[src/hw/rtl/drs_pkg.sv]
// Shared types and constants for the delimiter record splitter.
// Used by drs_cell, drs_ctrl and the top level delimiter_record_splitter.
package drs_pkg;

   // Largest separator the window can hold (default for the top-level parameter)
   localparam int SEPARATOR_MAX_DEF = 8;

   // Configuration port
   localparam int CSR_INDEX_W = 2;
   localparam int CSR_DATA_W  = 64;
   localparam int CSR_LEN_W   = 4;

   localparam logic [CSR_INDEX_W-1:0] CSR_SEPARATOR_BYTES  = 2'd0;
   localparam logic [CSR_INDEX_W-1:0] CSR_SEPARATOR_LENGTH = 2'd1;
   localparam logic [CSR_INDEX_W-1:0] CSR_TRIM_LENGTH      = 2'd2;

   localparam logic [CSR_DATA_W-1:0] SEPARATOR_BYTES_RST  = 64'd10;
   localparam logic [CSR_LEN_W-1:0]  SEPARATOR_LENGTH_RST = 4'd1;
   localparam logic [CSR_LEN_W-1:0]  TRIM_LENGTH_RST      = 4'd1;

   // Record count
   localparam int               TOTAL_W   = 24;
   localparam logic [TOTAL_W-1:0] TOTAL_MAX = 24'hFFFFFF;

   // Sequencer phase of the item under work
   typedef enum logic [2:0] {
      PH_IDLE,
      PH_ARRIVE,
      PH_EOR,
      PH_TAIL,
      PH_FLUSH
   } phase_type;

   // One result item
   typedef struct packed {
      logic [7:0]         out_byte;
      logic               byte_valid;
      logic               end_of_record;
      logic               end_of_buffer;
      logic [TOTAL_W-1:0] record_total;
   } result_type;

   // Per-cell window control
   typedef struct packed {
      logic shift;
      logic load;
   } cell_ctl_type;

endpackage

[src/hw/rtl/drs_cell.sv]
// One byte cell of the separator window chain.
// Depends on drs_pkg for the cell control struct.
module drs_cell
   import drs_pkg::*;
(
   input  logic         clock,
   input  cell_ctl_type ctl,
   input  logic [7:0]   neighbour_byte,
   input  logic [7:0]   new_byte,
   input  logic [7:0]   sep_byte,
   output logic [7:0]   cell_byte,
   output logic         sep_hit
);

   logic [7:0] byte_ff;
   logic [7:0] byte_in;

   // load the arriving byte, take the younger neighbour on a pop, else hold
   always_comb begin
      if (ctl.load) begin
         byte_in = new_byte;
      end else if (ctl.shift) begin
         byte_in = neighbour_byte;
      end else begin
         byte_in = byte_ff;
      end
   end

   always_ff @(posedge clock) begin
      byte_ff <= byte_in;
   end

   // compare the byte this cell will hold against its separator byte
   assign sep_hit   = (byte_in == sep_byte);
   assign cell_byte = byte_ff;

endmodule

[src/hw/rtl/drs_ctrl.sv]
// Item register and result sequencer for the delimiter record splitter.
// Steers the window cells, counts records; depends on drs_pkg.
module drs_ctrl
   import drs_pkg::*;
#(
   parameter int SEPARATOR_MAX = SEPARATOR_MAX_DEF
)
(
   input  logic                                 clock,
   input  logic                                 reset,
   input  logic                                 req_valid,
   output logic                                 req_stall,
   input  logic [7:0]                           req_data_byte,
   input  logic                                 req_last_byte,
   input  logic                                 slot_free,
   input  logic [$clog2(SEPARATOR_MAX+1)-1:0]   sep_len,
   input  logic [$clog2(SEPARATOR_MAX+1)-1:0]   trim_len,
   input  logic [8*SEPARATOR_MAX-1:0]           sep_bytes,
   input  logic [7:0]                           oldest_byte,
   input  logic [SEPARATOR_MAX-1:0]             sep_hit,
   output cell_ctl_type                         cell_ctl [SEPARATOR_MAX],
   output logic [7:0]                           append_byte,
   output logic                                 emit,
   output result_type                           result
);

   localparam int FW = $clog2(SEPARATOR_MAX + 1);
   localparam int IW = (SEPARATOR_MAX > 1) ? $clog2(SEPARATOR_MAX) : 1;

   phase_type          phase_ff, phase_in;
   logic [FW-1:0]      fill_ff, fill_in;
   logic [IW-1:0]      idx_ff, idx_in;
   logic [TOTAL_W-1:0] count_ff, count_in;
   logic [7:0]         item_byte_ff;
   logic               item_last_ff;

   logic               done;
   logic               shift;
   logic               append;
   logic [FW-1:0]      pos;
   logic [SEPARATOR_MAX-1:0] len_mask;
   logic               window_match;
   logic               new_full;
   logic [FW-1:0]      tail_next;
   logic [7:0]         tail_byte;
   logic [TOTAL_W-1:0] count_sat;
   logic [TOTAL_W-1:0] total;

   // cells that take part in the compare
   always_comb begin
      for (int i = 0; i < SEPARATOR_MAX; i++) begin
         len_mask[i] = (FW'(i) < sep_len);
      end
   end

   assign window_match = &(sep_hit | ~len_mask);
   assign new_full     = (fill_ff == sep_len) || ((fill_ff + FW'(1)) == sep_len);
   assign tail_next    = FW'(idx_ff) + FW'(1);
   assign tail_byte    = sep_bytes[{idx_ff, 3'b000} +: 8];
   assign count_sat    = (count_ff < TOTAL_MAX) ? count_ff + TOTAL_W'(1) : TOTAL_MAX;
   assign total        = count_sat;

   // window pops and the append slot; kept apart from the compare result
   always_comb begin
      shift  = 1'b0;
      append = 1'b0;
      pos    = fill_ff;
      if (slot_free) begin
         unique case (phase_ff)
            PH_ARRIVE: begin
               if (fill_ff > sep_len) begin
                  shift = 1'b1;
               end else begin
                  append = 1'b1;
                  if (fill_ff == sep_len) begin
                     shift = 1'b1;
                     pos   = fill_ff - FW'(1);
                  end
               end
            end
            PH_FLUSH: begin
               shift = (fill_ff != '0);
            end
            default: begin
            end
         endcase
      end
   end

   // sequencer: at most one result per cycle
   always_comb begin
      phase_in = phase_ff;
      fill_in  = fill_ff;
      idx_in   = idx_ff;
      count_in = count_ff;
      emit     = 1'b0;
      result   = '0;
      done     = 1'b0;

      unique case (phase_ff)
         PH_IDLE: begin
            done = 1'b1;
         end
         PH_ARRIVE: begin
            if (slot_free) begin
               if (fill_ff > sep_len) begin
                  // window longer than the separator: drain oldest first
                  emit              = 1'b1;
                  result.out_byte   = oldest_byte;
                  result.byte_valid = 1'b1;
                  fill_in           = fill_ff - FW'(1);
               end else begin
                  if (fill_ff == sep_len) begin
                     // full window: oldest leaves while the new byte enters
                     emit              = 1'b1;
                     result.out_byte   = oldest_byte;
                     result.byte_valid = 1'b1;
                  end else begin
                     fill_in = fill_ff + FW'(1);
                  end
                  if (new_full && window_match) begin
                     fill_in  = '0;
                     count_in = count_sat;
                     phase_in = PH_EOR;
                  end else if (item_last_ff) begin
                     phase_in = PH_FLUSH;
                  end else begin
                     done = 1'b1;
                  end
               end
            end
         end
         PH_EOR: begin
            if (slot_free) begin
               emit                 = 1'b1;
               result.end_of_record = 1'b1;
               if (trim_len == sep_len) begin
                  if (item_last_ff) begin
                     phase_in = PH_FLUSH;
                  end else begin
                     done = 1'b1;
                  end
               end else begin
                  idx_in   = trim_len[IW-1:0];
                  phase_in = PH_TAIL;
               end
            end
         end
         PH_TAIL: begin
            // untrimmed separator bytes open the next record
            if (slot_free) begin
               emit              = 1'b1;
               result.out_byte   = tail_byte;
               result.byte_valid = 1'b1;
               idx_in            = tail_next[IW-1:0];
               if (tail_next == sep_len) begin
                  if (item_last_ff) begin
                     phase_in = PH_FLUSH;
                  end else begin
                     done = 1'b1;
                  end
               end
            end
         end
         PH_FLUSH: begin
            if (slot_free) begin
               emit = 1'b1;
               if (fill_ff != '0) begin
                  result.out_byte   = oldest_byte;
                  result.byte_valid = 1'b1;
                  fill_in           = fill_ff - FW'(1);
               end else begin
                  result.end_of_record = 1'b1;
                  result.end_of_buffer = 1'b1;
                  result.record_total  = total;
                  count_in             = '0;
                  done                 = 1'b1;
               end
            end
         end
         default: begin
            phase_in = PH_IDLE;
         end
      endcase

      if (done) begin
         phase_in = req_valid ? PH_ARRIVE : PH_IDLE;
      end
   end

   assign req_stall   = !done;
   assign append_byte = item_byte_ff;

   // window cell steering
   always_comb begin
      for (int i = 0; i < SEPARATOR_MAX; i++) begin
         cell_ctl[i].shift = shift;
         cell_ctl[i].load  = append && (pos == FW'(i));
      end
   end

   // control state
   always_ff @(posedge clock) begin
      if (reset) begin
         phase_ff <= PH_IDLE;
         fill_ff  <= '0;
         idx_ff   <= '0;
         count_ff <= '0;
      end else begin
         phase_ff <= phase_in;
         fill_ff  <= fill_in;
         idx_ff   <= idx_in;
         count_ff <= count_in;
      end
   end

   // item register
   always_ff @(posedge clock) begin
      if (done && req_valid) begin
         item_byte_ff <= req_data_byte;
         item_last_ff <= req_last_byte;
      end
   end

endmodule

[src/hw/rtl/delimiter_record_splitter.sv]
// Delimiter record splitter. Bytes enter one per item with a last-of-buffer
// flag and pass through a window of up to separator_length byte cells; when
// the window equals the separator a record closes (end_of_record item), and
// separator bytes from trim_length upwards open the next record. The final
// byte of a buffer flushes the window and ends with an end_of_buffer item
// carrying the saturated record count. An input item gives at most one
// result itself, so plain bytes flow one per cycle while the result is not
// stalled; each further result on the single result register holds off the
// next item: the end_of_record item and untrimmed bytes of a hit, the window
// bytes and end_of_buffer item of a buffer end, and each byte drained after
// the length shrank. A stalled result holds everything. An item's first
// result passes from the item register into the result register.
// Configuration writes are taken every cycle (csr_ready is always high) and
// must only be issued while idle. Depends on drs_pkg, drs_cell, drs_ctrl.
module delimiter_record_splitter
   import drs_pkg::*;
#(
   parameter int SEPARATOR_MAX = SEPARATOR_MAX_DEF
)
(
   input  logic                    clock,
   input  logic                    reset,
   // input items
   input  logic                    req_valid,
   output logic                    req_stall,
   input  logic [7:0]              req_data_byte,
   input  logic                    req_last_byte,
   // result items
   output logic                    rsp_valid,
   input  logic                    rsp_stall,
   output logic [7:0]              rsp_out_byte,
   output logic                    rsp_byte_valid,
   output logic                    rsp_end_of_record,
   output logic                    rsp_end_of_buffer,
   output logic [TOTAL_W-1:0]      rsp_record_total,
   // configuration writes
   input  logic                    csr_valid,
   output logic                    csr_ready,
   input  logic [CSR_INDEX_W-1:0]  csr_index,
   input  logic [CSR_DATA_W-1:0]   csr_data
);

   localparam int FW = $clog2(SEPARATOR_MAX + 1);

   logic [CSR_DATA_W-1:0] sep_bytes_ff;
   logic [CSR_LEN_W-1:0]  sep_len_ff;
   logic [CSR_LEN_W-1:0]  trim_len_ff;
   logic [FW-1:0]         len_eff;
   logic [FW-1:0]         trim_eff;

   cell_ctl_type             cell_ctl [SEPARATOR_MAX];
   logic [7:0]               win   [SEPARATOR_MAX];
   logic [7:0]               nb    [SEPARATOR_MAX];
   logic [SEPARATOR_MAX-1:0] sep_hit;
   logic [7:0]               append_byte;

   logic       slot_free;
   logic       emit;
   result_type result;
   logic       rsp_valid_ff;
   result_type rsp_item_ff;

   // configuration registers
   assign csr_ready = 1'b1;

   always_ff @(posedge clock) begin
      if (reset) begin
         sep_bytes_ff <= SEPARATOR_BYTES_RST;
         sep_len_ff   <= SEPARATOR_LENGTH_RST;
         trim_len_ff  <= TRIM_LENGTH_RST;
      end else if (csr_valid) begin
         unique case (csr_index)
            CSR_SEPARATOR_BYTES:  sep_bytes_ff <= csr_data;
            CSR_SEPARATOR_LENGTH: sep_len_ff   <= csr_data[CSR_LEN_W-1:0];
            CSR_TRIM_LENGTH:      trim_len_ff  <= csr_data[CSR_LEN_W-1:0];
            default: begin
            end
         endcase
      end
   end

   // length clamped into 1..SEPARATOR_MAX
   always_comb begin
      if (sep_len_ff == '0) begin
         len_eff = FW'(1);
      end else if (sep_len_ff > CSR_LEN_W'(SEPARATOR_MAX)) begin
         len_eff = FW'(SEPARATOR_MAX);
      end else begin
         len_eff = sep_len_ff[FW-1:0];
      end
   end

   // trim clamped to the length
   always_comb begin
      if (trim_len_ff > CSR_LEN_W'(len_eff)) begin
         trim_eff = len_eff;
      end else begin
         trim_eff = trim_len_ff[FW-1:0];
      end
   end

   // window chain: cell 0 holds the oldest byte
   for (genvar i = 0; i < SEPARATOR_MAX; i++) begin : g_cell
      if (i == SEPARATOR_MAX - 1) begin : g_end
         assign nb[i] = 8'h00;
      end else begin : g_mid
         assign nb[i] = win[i+1];
      end

      drs_cell u_cell (
         .clock          (clock),
         .ctl            (cell_ctl[i]),
         .neighbour_byte (nb[i]),
         .new_byte       (append_byte),
         .sep_byte       (sep_bytes_ff[8*i +: 8]),
         .cell_byte      (win[i]),
         .sep_hit        (sep_hit[i])
      );
   end

   drs_ctrl #(
      .SEPARATOR_MAX (SEPARATOR_MAX)
   ) u_ctrl (
      .clock         (clock),
      .reset         (reset),
      .req_valid     (req_valid),
      .req_stall     (req_stall),
      .req_data_byte (req_data_byte),
      .req_last_byte (req_last_byte),
      .slot_free     (slot_free),
      .sep_len       (len_eff),
      .trim_len      (trim_eff),
      .sep_bytes     (sep_bytes_ff[8*SEPARATOR_MAX-1:0]),
      .oldest_byte   (win[0]),
      .sep_hit       (sep_hit),
      .cell_ctl      (cell_ctl),
      .append_byte   (append_byte),
      .emit          (emit),
      .result        (result)
   );

   // result register
   assign slot_free = !rsp_valid_ff || !rsp_stall;

   always_ff @(posedge clock) begin
      if (reset) begin
         rsp_valid_ff <= 1'b0;
      end else if (slot_free) begin
         rsp_valid_ff <= emit;
      end
   end

   always_ff @(posedge clock) begin
      if (slot_free && emit) begin
         rsp_item_ff <= result;
      end
   end

   assign rsp_valid         = rsp_valid_ff;
   assign rsp_out_byte      = rsp_item_ff.out_byte;
   assign rsp_byte_valid    = rsp_item_ff.byte_valid;
   assign rsp_end_of_record = rsp_item_ff.end_of_record;
   assign rsp_end_of_buffer = rsp_item_ff.end_of_buffer;
   assign rsp_record_total  = rsp_item_ff.record_total;

endmodule

[config.mk]
export PLATFORM = sky130hd
export DESIGN_NAME = delimiter_record_splitter
export DESIGN_NICKNAME = d
export VERILOG_FILES = /design/src/hw/rtl/drs_pkg.sv /design/src/hw/rtl/drs_cell.sv /design/src/hw/rtl/drs_ctrl.sv /design/src/hw/rtl/delimiter_record_splitter.sv
export SDC_FILE = /design/constraint.sdc
export NUM_CORES = 1
export LEC_CHECK = 0
export ABC_AREA = 1
export BUFFER_PORTS_ARGS = -buffer_cell sky130_fd_sc_hd__buf_2
export CORE_ASPECT_RATIO = 1.5
export CORE_MARGIN = 2
export CORE_UTILIZATION = 25
export DETAILED_ROUTE_END_ITERATION = 7
export PLACE_DENSITY_LB_ADDON = 0.1
export SKIP_LAST_GASP = 1
export SLEW_MARGIN = 20
export SYNTH_ARGS = -nofsm -noshare
export SYNTH_HDL_FRONTEND = slang
export SYNTH_SLANG_ARGS = --single-unit
[constraint.sdc]
create_clock -name clock -period 9.7 [get_ports clock]
set_input_delay 1.455 -clock clock [delete_from_list [all_inputs] [get_ports clock]]
set_output_delay 1.455 -clock clock [all_outputs]
set_load 0.02 [all_outputs]
==> summary.md, run 1 <==
| Metric | Value |
|---|---|
| Status | finished clean |
| Worst Tran Pin Value | 991 ps |
| Number of port buffers | between 100 and 150 |
| # rows | 99 |
| Number of fill cells | 5,397 |
| Post-layout min period | 7330 ps |
| GRT Util Overall | 0.183 |
| Layout area overhead | 16.0% |
| Commonest non-fill, non-tap cell in the layout | nand2_1 |
| Layout Utilization | 0.294 |
| GR Overflow Total | 0 |
| Cells after synthesis | 1,856 |
| Clock network power share | 0.232 |
| Total core area | approximately 0.05 mm2 |
| Die H | approximately 280 um |
| Ys async rst share | 0 |
| Cell area after synthesis | 0.0123 mm2 |
| CP max stage cell | nor2_1 |
| Crit path largest cell delay | 810 ps |
| Multi-input combinational cell area | ~0.0064 mm2 |
| RSZ-0062 raised after global routing | false |
| Initial antenna violation count | 1 |
| Crit Path Class | reg -> out |
| Hold WC Path Type | reg -> reg |
| EDFF count, synth | 44 |
| Crit-path most repeated cell | nand2_1 |
| Max FO, Critical Path | 11 |
| TritonCTS Buffers | 26 |
| Clock Skew | 15.8 ps |
| WL per Instance | around 18 um |
| Drt initial violations | 694 |
| Drt pass-1 iters | 5 |
| Combinational power share | 0.448 |
| Syn nets | about 1,900 |
| Final setup TNS | 0 ps |
| Synth Warn # | 0 |
| Worst vdd ir | 141 uV |
| First-pass GRT wire length | around 71,000 um |
| Placed Instances | 2,561 |
| Syn Area/Cell | 6.65 um2 |
| Max Slew Vio Count | 0 |
| GP Congestion | approximately 0.87 |
| Vias in the first global route | 11,900 |
| Lkg Pwr | around 6.3 nW |
| Sink Count | 215 |
| Post-DP HPWL | 35,600 um |
| CP Capture Type | primary output |
| Startpoint Class | register |
| Max cap viols | 0 |
| Routed Antenna Nets | 0 |
| Post-Place Worst Slack | 2860 ps |
| Worst Slack Setup Final | 2370 ps |
| Final setup viols | 0 |
| Clock transition at the registers of the reported paths | ~60 ps |
| Seq cells post-synth | roughly 220 |
| Power Density | 299 mW/mm2 |
| I/O pin total | ~120 |
| Resize count post-CTS | 0 |
| Cell variety after synth | 47 |
| Starting Density | 0.253 |
| Share of cells above drive strength 1 | 0.120 |
| Via count | between 10,000 and 15,000 |
| Peak Freq | 0.136 GHz |
| Die Width | between 150 and 200 um |
| Filler-free cell count of the finished design | around 2,600 |
| P_int | 2.35 mW |
| Residual DRC | 0 |
| Sequential fraction of the synthesis area | 0.385 |
| Vias per Instance | 4.66 |
| WL final | 47,100 um |
| Final Hold Violating Endpoints | 0 |
| NumNets Final | between 2,000 and 2,500 |
| NetSw | 1.94 mW |
| Switching Share | 0.452 |
| Largest net degree at the start of global routing | 70 |
| Worst Path Arrival | 5880 ps |
| Most frequent cells in the layout | nand2_1 (586), inv_1 (203), dfxtp_1 (171), o21ai_0 (164), nand3_1 (150) |
| Worst skew pair latency | 560 ps |
| Htree depth | 1 |
| Synth Flop Type | dfxtp_1 |
| Clk root buf | clkbuf_16 |
| CTS tree | built |
| Post-CTS setup buffers | 0 |
| Cts hold-fix bufs | 0 |
| Period utilization | 0.756 |
| Reg power frac | 0.319 |
| Max_slew headroom | 0.338 |
| Crit path required time | 8250 ps |
| Register area | between 0.004 and 0.005 mm2 |
| Die footprint | 0.0512 mm2 |
| Longest Clk Path Bufs | 3 |
[logic make-up (layout without fill, tap and decap cells)]
kind of cell,Yosys count,count (layout),share of synthesized area
AOI/OAI and AO/OA,366,366,0.157
buffers and inverters,296,393,0.0973
DFF,215,215,0.385
other,1,2,0.000304
xor gates and xnor gates,19,19,0.0135
adders and majority gates,12,12,0.0122
and+or+nand+nor,947,947,0.336
[state kept, by name, indices dropped and copies added (netlist names), 3 cells and up]
name                     flops
g_cell.u_cell.cell_byte     64
sep_bytes_ff                64
rsp_record_total            24
u_ctrl.count_ff             24
rsp_out_byte                 8
u_ctrl.append_byte           8
sep_len_ff                   4
trim_len_ff                  4
u_ctrl.fill_ff               4
u_ctrl.idx_ff                3
u_ctrl.phase_ff              3
[layout make-up]
| class | instances | share of cell area |
|---|---|---|
| clock buffer | 42 | 0.0554 |
| sequential | 215 | 0.332 |
| tap | 656 | 0.0574 |
| inverter | 217 | 0.0571 |
| clock inverter | 6 | 0.00367 |
| multi-input combinational | 1345 | 0.448 |
| timing repair buffer | 128 | 0.0469 |
| antenna | 1 | 0.000175 |
[through the flow]
step	cell area [um2]	power (mW)	hold slack [ps]
6_report	14300	4.29	487
5_1_grt	14300	4.63	509
4_1_cts	14300	4.34	487
3_5_place_dp	13500	3.32	477
3_3_place_gp	13500	3.31	471
2_1_floorplan	12300	2.74	451
[layer usage]
layer / up-vias / routed length, um / global-route usage
li1: 6180 / - / -
met5: - / 10 / 0
met3: 68 / 1820 / 0.0200
met1: 5618 / 19000 / 0.211
met4: 2 / 1280 / 0.0556
met2: 292 / 25000 / 0.346
[power groups by stage]
stage	clock, mW	combinational [mW]	sequential [mW]
2_1_floorplan	0	1.34	1.39
3_3_place_gp	0	1.92	1.40
3_5_place_dp	0	1.93	1.39
4_1_cts	1.03	1.94	1.37
5_1_grt	1.06	2.17	1.40
6_report	0.995	1.92	1.37
[final timing paths]
kind	startpoint	to	slack [ps]	cells past startpoint
setup reg to reg	sep_len_ff[3]	u_ctrl.count_ff[16]	3890	28
setup / recovery	sep_len_ff[3]	req_stall	2370	29
hold reg to reg	u_ctrl.count_ff[21]	u_ctrl.count_ff[21]	490	2
hold / removal	u_ctrl.count_ff[21]	u_ctrl.count_ff[21]	490	2
[synthesized netlist by cell type, types with 11 or more instances]
cell type    n  share of area
xor2_1      15          0.011
nor2_1     115          0.035
a21oi_1    137          0.056
edfxtp_1    44           0.11
ha_1        12          0.012
nor3_1      14         0.0057
nand3_1    150          0.061
buf_2       16         0.0065
nand2_1    586           0.18
clkbuf_1    50          0.015
nand2_2     15         0.0076
o21ai_0    165          0.067
dfxtp_1    171           0.28
nand3_2     11         0.0089
inv_1      204          0.062
o21ai_1     31          0.013
o211ai_1    11         0.0067
[critical path: cells and delay by family (launching register included)]
family | cells | cell delay [ps]
buffers and inverters | 5 | 580
and+or+nand+nor | 21 | 3270
adders and majority gates | 1 | 320
DFF | 1 | 460
AOI/OAI and AO/OA | 2 | 680
(Power assumes the default switching activity.)
==> inputs of run 2 (changes only) <==
Clock period 9.7 ns to 7.1 ns, I/O delays scaled along.
==> summary.md, run 2 (synthesis results as in run 1) <==
| Metric | Value |
|---|---|
| CP Capture Type | primary output |
| Lkg Pwr | roughly 6.3 nW |
| Clock Skew | 15.0 ps |
| Startpoint Class | register |
| Crit Path Class | reg -> out |
| Die Width | 185 um |
| Status | finished clean |
| Max_slew headroom | 0.350 |
| Number of port buffers | 116 |
| Period utilization | 0.912 |
| Htree depth | 1 |
| Die footprint | around 0.051 mm2 |
| First-pass GRT wire length | 69,800 um |
| Max FO, Critical Path | 8 |
| TritonCTS Buffers | 26 |
| Worst vdd ir | 270 uV |
| Largest net degree at the start of global routing | 85 |
| Longest Clk Path Bufs | 3 |
| GRT Util Overall | 0.180 |
| RSZ-0062 raised after global routing | false |
| CTS tree | built |
| Layout area overhead | 15.8% |
| Power Density | slightly above 400 mW/mm2 |
| Cts hold-fix bufs | 0 |
| Initial antenna violation count | 0 |
| Starting Density | 0.253 |
| Total core area | between 0.04 and 0.05 mm2 |
| Number of fill cells | between 5,000 and 6,000 |
| Crit path required time | slightly above 6000 ps |
| Clk root buf | clkbuf_16 |
| Worst Path Arrival | between 5000 and 6000 ps |
| Most frequent cells in the layout | nand2_1 (586), inv_1 (203), dfxtp_1 (171), o21ai_0 (164), nand3_1 (150) |
| Final Hold Violating Endpoints | 0 |
| Commonest non-fill, non-tap cell in the layout | nand2_1 |
| WL final | 46,800 um |
| Peak Freq | 0.154 GHz |
| CP max stage cell | nand4_1 |
| Final setup viols | 0 |
| Drt initial violations | 566 |
| Layout Utilization | 0.294 |
| Hold depth | 2 |
| Post-layout min period | 6480 ps |
| Die H | 276 um |
| Clock transition at the registers of the reported paths | 60 ps |
| Vias per Instance | 4.64 |
| Max cap viols | 0 |
| R2R depth | 28 |
| I/O pin total | ~120 |
| NumNets Final | approximately 2,000 |
| Worst skew pair latency | 560 ps |
| Final setup TNS | 0 ps |
| GR Overflow Total | 0 |
| Vias in the first global route | 11,700 |
| Share of cells above drive strength 1 | 0.122 |
| WL per Instance | 17.9 um |
| Via count | 12,100 |
| Sink Count | 215 |
| Drt pass-1 iters | 5 |
| Hold WC Path Type | reg -> reg |
| Post-DP HPWL | 35,000 um |
| Crit-path most repeated cell | nand2_1 |
| # rows | 99 |
| Crit path largest cell delay | 550 ps |
| Max Slew Vio Count | 0 |
| Residual DRC | 0 |
| GP Congestion | 0.889 |
| Routed Antenna Nets | 0 |
| Worst Tran Pin Value | a little under 1000 ps |
run 2: changes by cell type in the layout (fill, tap and decap cells not counted):
cell / change
clkbuf_1: -4
clkinv_2: +5
clkbuf_8: -2
clkbuf_16: -1
clkinvlp_4: +1
inv_2: -1
clkinv_1: +1
buf_4: -2
inv_4: +1
buf_6: +2
run 2: worst max-delay path, delay by kind of cell (launching register included):
family                     cells  cell delay (ps)
AOI/OAI and AO/OA              1              360
adders and majority gates      1              330
buffers and inverters          4              470
DFF                            1              460
and+or+nand+nor               23             3190
run 2: cell type report:
type	count	area (um2)	area share
clock buffer	35	726	0.0508
inverter	217	820	0.0574
tap	656	821	0.0574
antenna	1	2.50	0.000175
clock inverter	13	88.8	0.00622
timing repair buffer	128	678	0.0475
multi-input combinational	1345	6410	0.449
sequential	215	4740	0.332
run 2: metal layers:
metal	vias to the layer above	share of wire	global-route usage
met5	-	0	0
met4	0	0.043	0.0763
met3	75	0.041	0.0216
met2	269	0.51	0.324
met1	5586	0.41	0.211
li1	6172	-	-
run 2: through the flow:
stage	hold slack (ps)	instances	area, um2	setup WS (ps)	power, mW
after floorplan	451	1856	12300	2430	3.74
after global placement	470	2561	13500	1230	4.53
after detailed placement	477	2561	13500	1100	4.53
after CTS	488	2609	14300	486	5.90
after global routing	515	2609	14300	53.8	6.30
final	485	2610	14300	623	5.82
run 2: final timing paths:
kind,startpoint,endpoint,slack (ps)
worst max-delay path,sep_len_ff[3],req_stall,620
worst min-delay path,u_ctrl.count_ff[21],u_ctrl.count_ff[21],490
worst max register to register,sep_len_ff[3],u_ctrl.count_ff[18],1760
worst min register to register,u_ctrl.count_ff[21],u_ctrl.count_ff[21],490
run 2: what timing repair did:
item / CTS / global route
buffers inserted: 0 / 0
resized for setup: 0 / 4
setup endpoints to repair: 0 / 1
run 2: report_power, final:
part           leakage [nW]  switching (mW)  internal (mW)
Clock                 0.404           0.575          0.750
Sequential             1.82           0.274           1.63
Combinational          4.06            1.81          0.786
Total                  6.29            2.66           3.16
==> inputs of run 3 (changes only) <==
Settings changed: CAP_MARGIN set to 20.
Clock period 7.1 ns to 6.35 ns, I/O delays scaled along.
==> summary.md, run 3 (synthesis results as in run 1) <==
| Metric | Value |
|---|---|
| Status | finished clean |
| Largest net degree at the start of global routing | 74 |
| M1 GR Usage | 0.217 |
| Layout area overhead | 18.1% |
| Crit Path Class | reg -> out |
| Worst r2r src | sep_len_ff[3] |
| # rows | 99 |
| RSZ-0062 raised after global routing | false |
| Total core area | 0.0487 mm2 |
| Max FO, Critical Path | 17 |
| Gr busiest metal | met2 |
| WL final | 47,600 um |
| Residual DRC | 0 |
| Drt initial violations | about 600 |
| Layout Utilization | 0.299 |
| Post-layout min period | ~5800 ps |
| Worst vdd ir | 230 uV |
| Crit-path most repeated cell | nand2_1 |
| Die Width | 185 um |
| Most frequent cells in the layout | nand2_1 (585), inv_1 (203), dfxtp_1 (170), o21ai_0 (164), nand3_1 (150) |
| Worst Slack Setup Final | 541 ps |
| Commonest non-fill, non-tap cell in the layout | nand2_1 |
| Post-Place Worst Slack | 525 ps |
| Vias in the first global route | 11,900 |
| Die footprint | between 0.05 and 0.06 mm2 |
| Max cap viols | 0 |
| Final setup TNS | 0 ps |
| Hold WC Path Type | reg -> reg |
| Sink Count | 215 |
| Power, Total | 6.78 mW |
| Final hold slack | between 400 and 500 ps |
| WL per Instance | 18.2 um |
| Startpoint Class | register |
| Via count | 12,300 |
| Post-DP HPWL | 35,600 um |
| Peak Freq | 0.172 GHz |
| Register area | between 0.004 and 0.005 mm2 |
| # diodes | 0 |
| NumNets Final | 2,036 |
| GR Overflow Total | 0 |
| CP max stage cell | dfxtp_2 |
| Clk root buf | clkbuf_16 |
| Worst skew pair latency | 570 ps |
| First-pass GRT wire length | 71,500 um |
| Worst Path Arrival | roughly 4900 ps |
| Crit path required time | 5400 ps |
| R2r setup slk | ~1500 ps |
| Number of port buffers | 116 |
| Longest Clk Path Bufs | 3 |
| Drt pass-1 iters | 5 |
| Routed Antenna Nets | 0 |
| Initial antenna violation count | 1 |
| Final Hold Violating Endpoints | 0 |
| CP Capture Type | primary output |
| Share of cells above drive strength 1 | 0.131 |
| Die H | 276 um |
| Htree depth | 1 |
| Max_slew headroom | 0.283 |
| CTS tree | built |
| Met2 Use GR | 0.341 |
| Final setup viols | 0 |
| Met3 usage | 0.0178 |
| GP Congestion | 0.857 |
| Vias per Instance | 4.68 |
| Min-delay src | u_ctrl.count_ff[21] |
| Clock transition at the registers of the reported paths | around 60 ps |
| Cts hold-fix bufs | 0 |
| Number of fill cells | between 5,000 and 6,000 |
| Multi-input combinational cell area | 0.00645 mm2 |
| GRT Util Overall | 0.183 |
| Worst Tran Pin Value | 1070 ps |
| Lkg Pwr | roughly 6.4 nW |
| Power Density | 466 mW/mm2 |
| Crit path largest cell delay | 420 ps |
| I/O pin total | 118 |
| Max Slew Vio Count | 0 |
| Clock Skew | around 36 ps |
| Critical path origin | sep_len_ff[3] |
| Period utilization | 0.915 |
| Starting Density | 0.253 |
| TritonCTS Buffers | 25 |
[run 3: cell count changes in the layout (fill, tap and decap cells not counted), sizes merged]
cell      delta
bufinv       +6
nand2        +1
buf         +10
diode        -1
inv          +1
clkbuf       -6
clkinv       -6
clkinvlp     +4
[run 3: stage by stage]
stage                     std cells  area, um2
after global routing           2619      14600
after CTS                      2615      14500
after global placement         2569      13500
final                          2619      14600
after floorplan                1856      12300
after detailed placement       2569      13500
[run 3: cell type report]
cell class	instances	area share
clock buffer	28	0.0444
clock inverter	18	0.0192
inverter	217	0.0563
multi-input combinational	1346	0.443
sequential	215	0.326
tap	656	0.0563
timing repair buffer	139	0.0551
[run 3: power breakdown]
| part | internal, mW | switching (mW) |
|---|---|---|
| combinational | 0.932 | 2.08 |
| clock | 1.02 | 0.657 |
| sequential | 1.82 | 0.274 |
| total | 3.77 | 3.01 |
[run 3: final timing paths]
path | end | cells after the start
setup / recovery | req_stall | 31
hold / removal | u_ctrl.count_ff[21] | 2
setup reg to reg | u_ctrl.count_ff[1] | 31
hold reg to reg | u_ctrl.count_ff[21] | 2
[run 3: critical path: cells and delay by family (launching register included)]
kind	cells	cell delay, ps
and+or+nand+nor	21	2140
buffers and inverters	8	1150
DFF	1	420
adders and majority gates	1	300
AOI/OAI and AO/OA	1	250
[run 3: timing repair]
action | in CTS | in global routing
pin swaps | 0 | 3
gates cloned | 0 | 2
buffers inserted | 0 | 2
resized for setup | 2 | 8
setup endpoints to repair | 1 | 1
[run 3: metal layers]
layer / vias to the layer above / routed length, um
li1: 6185 / -
met1: 5713 / 19600
met2: 293 / 24900
met3: 63 / 1720
met4: 0 / 1460
met5: - / 0
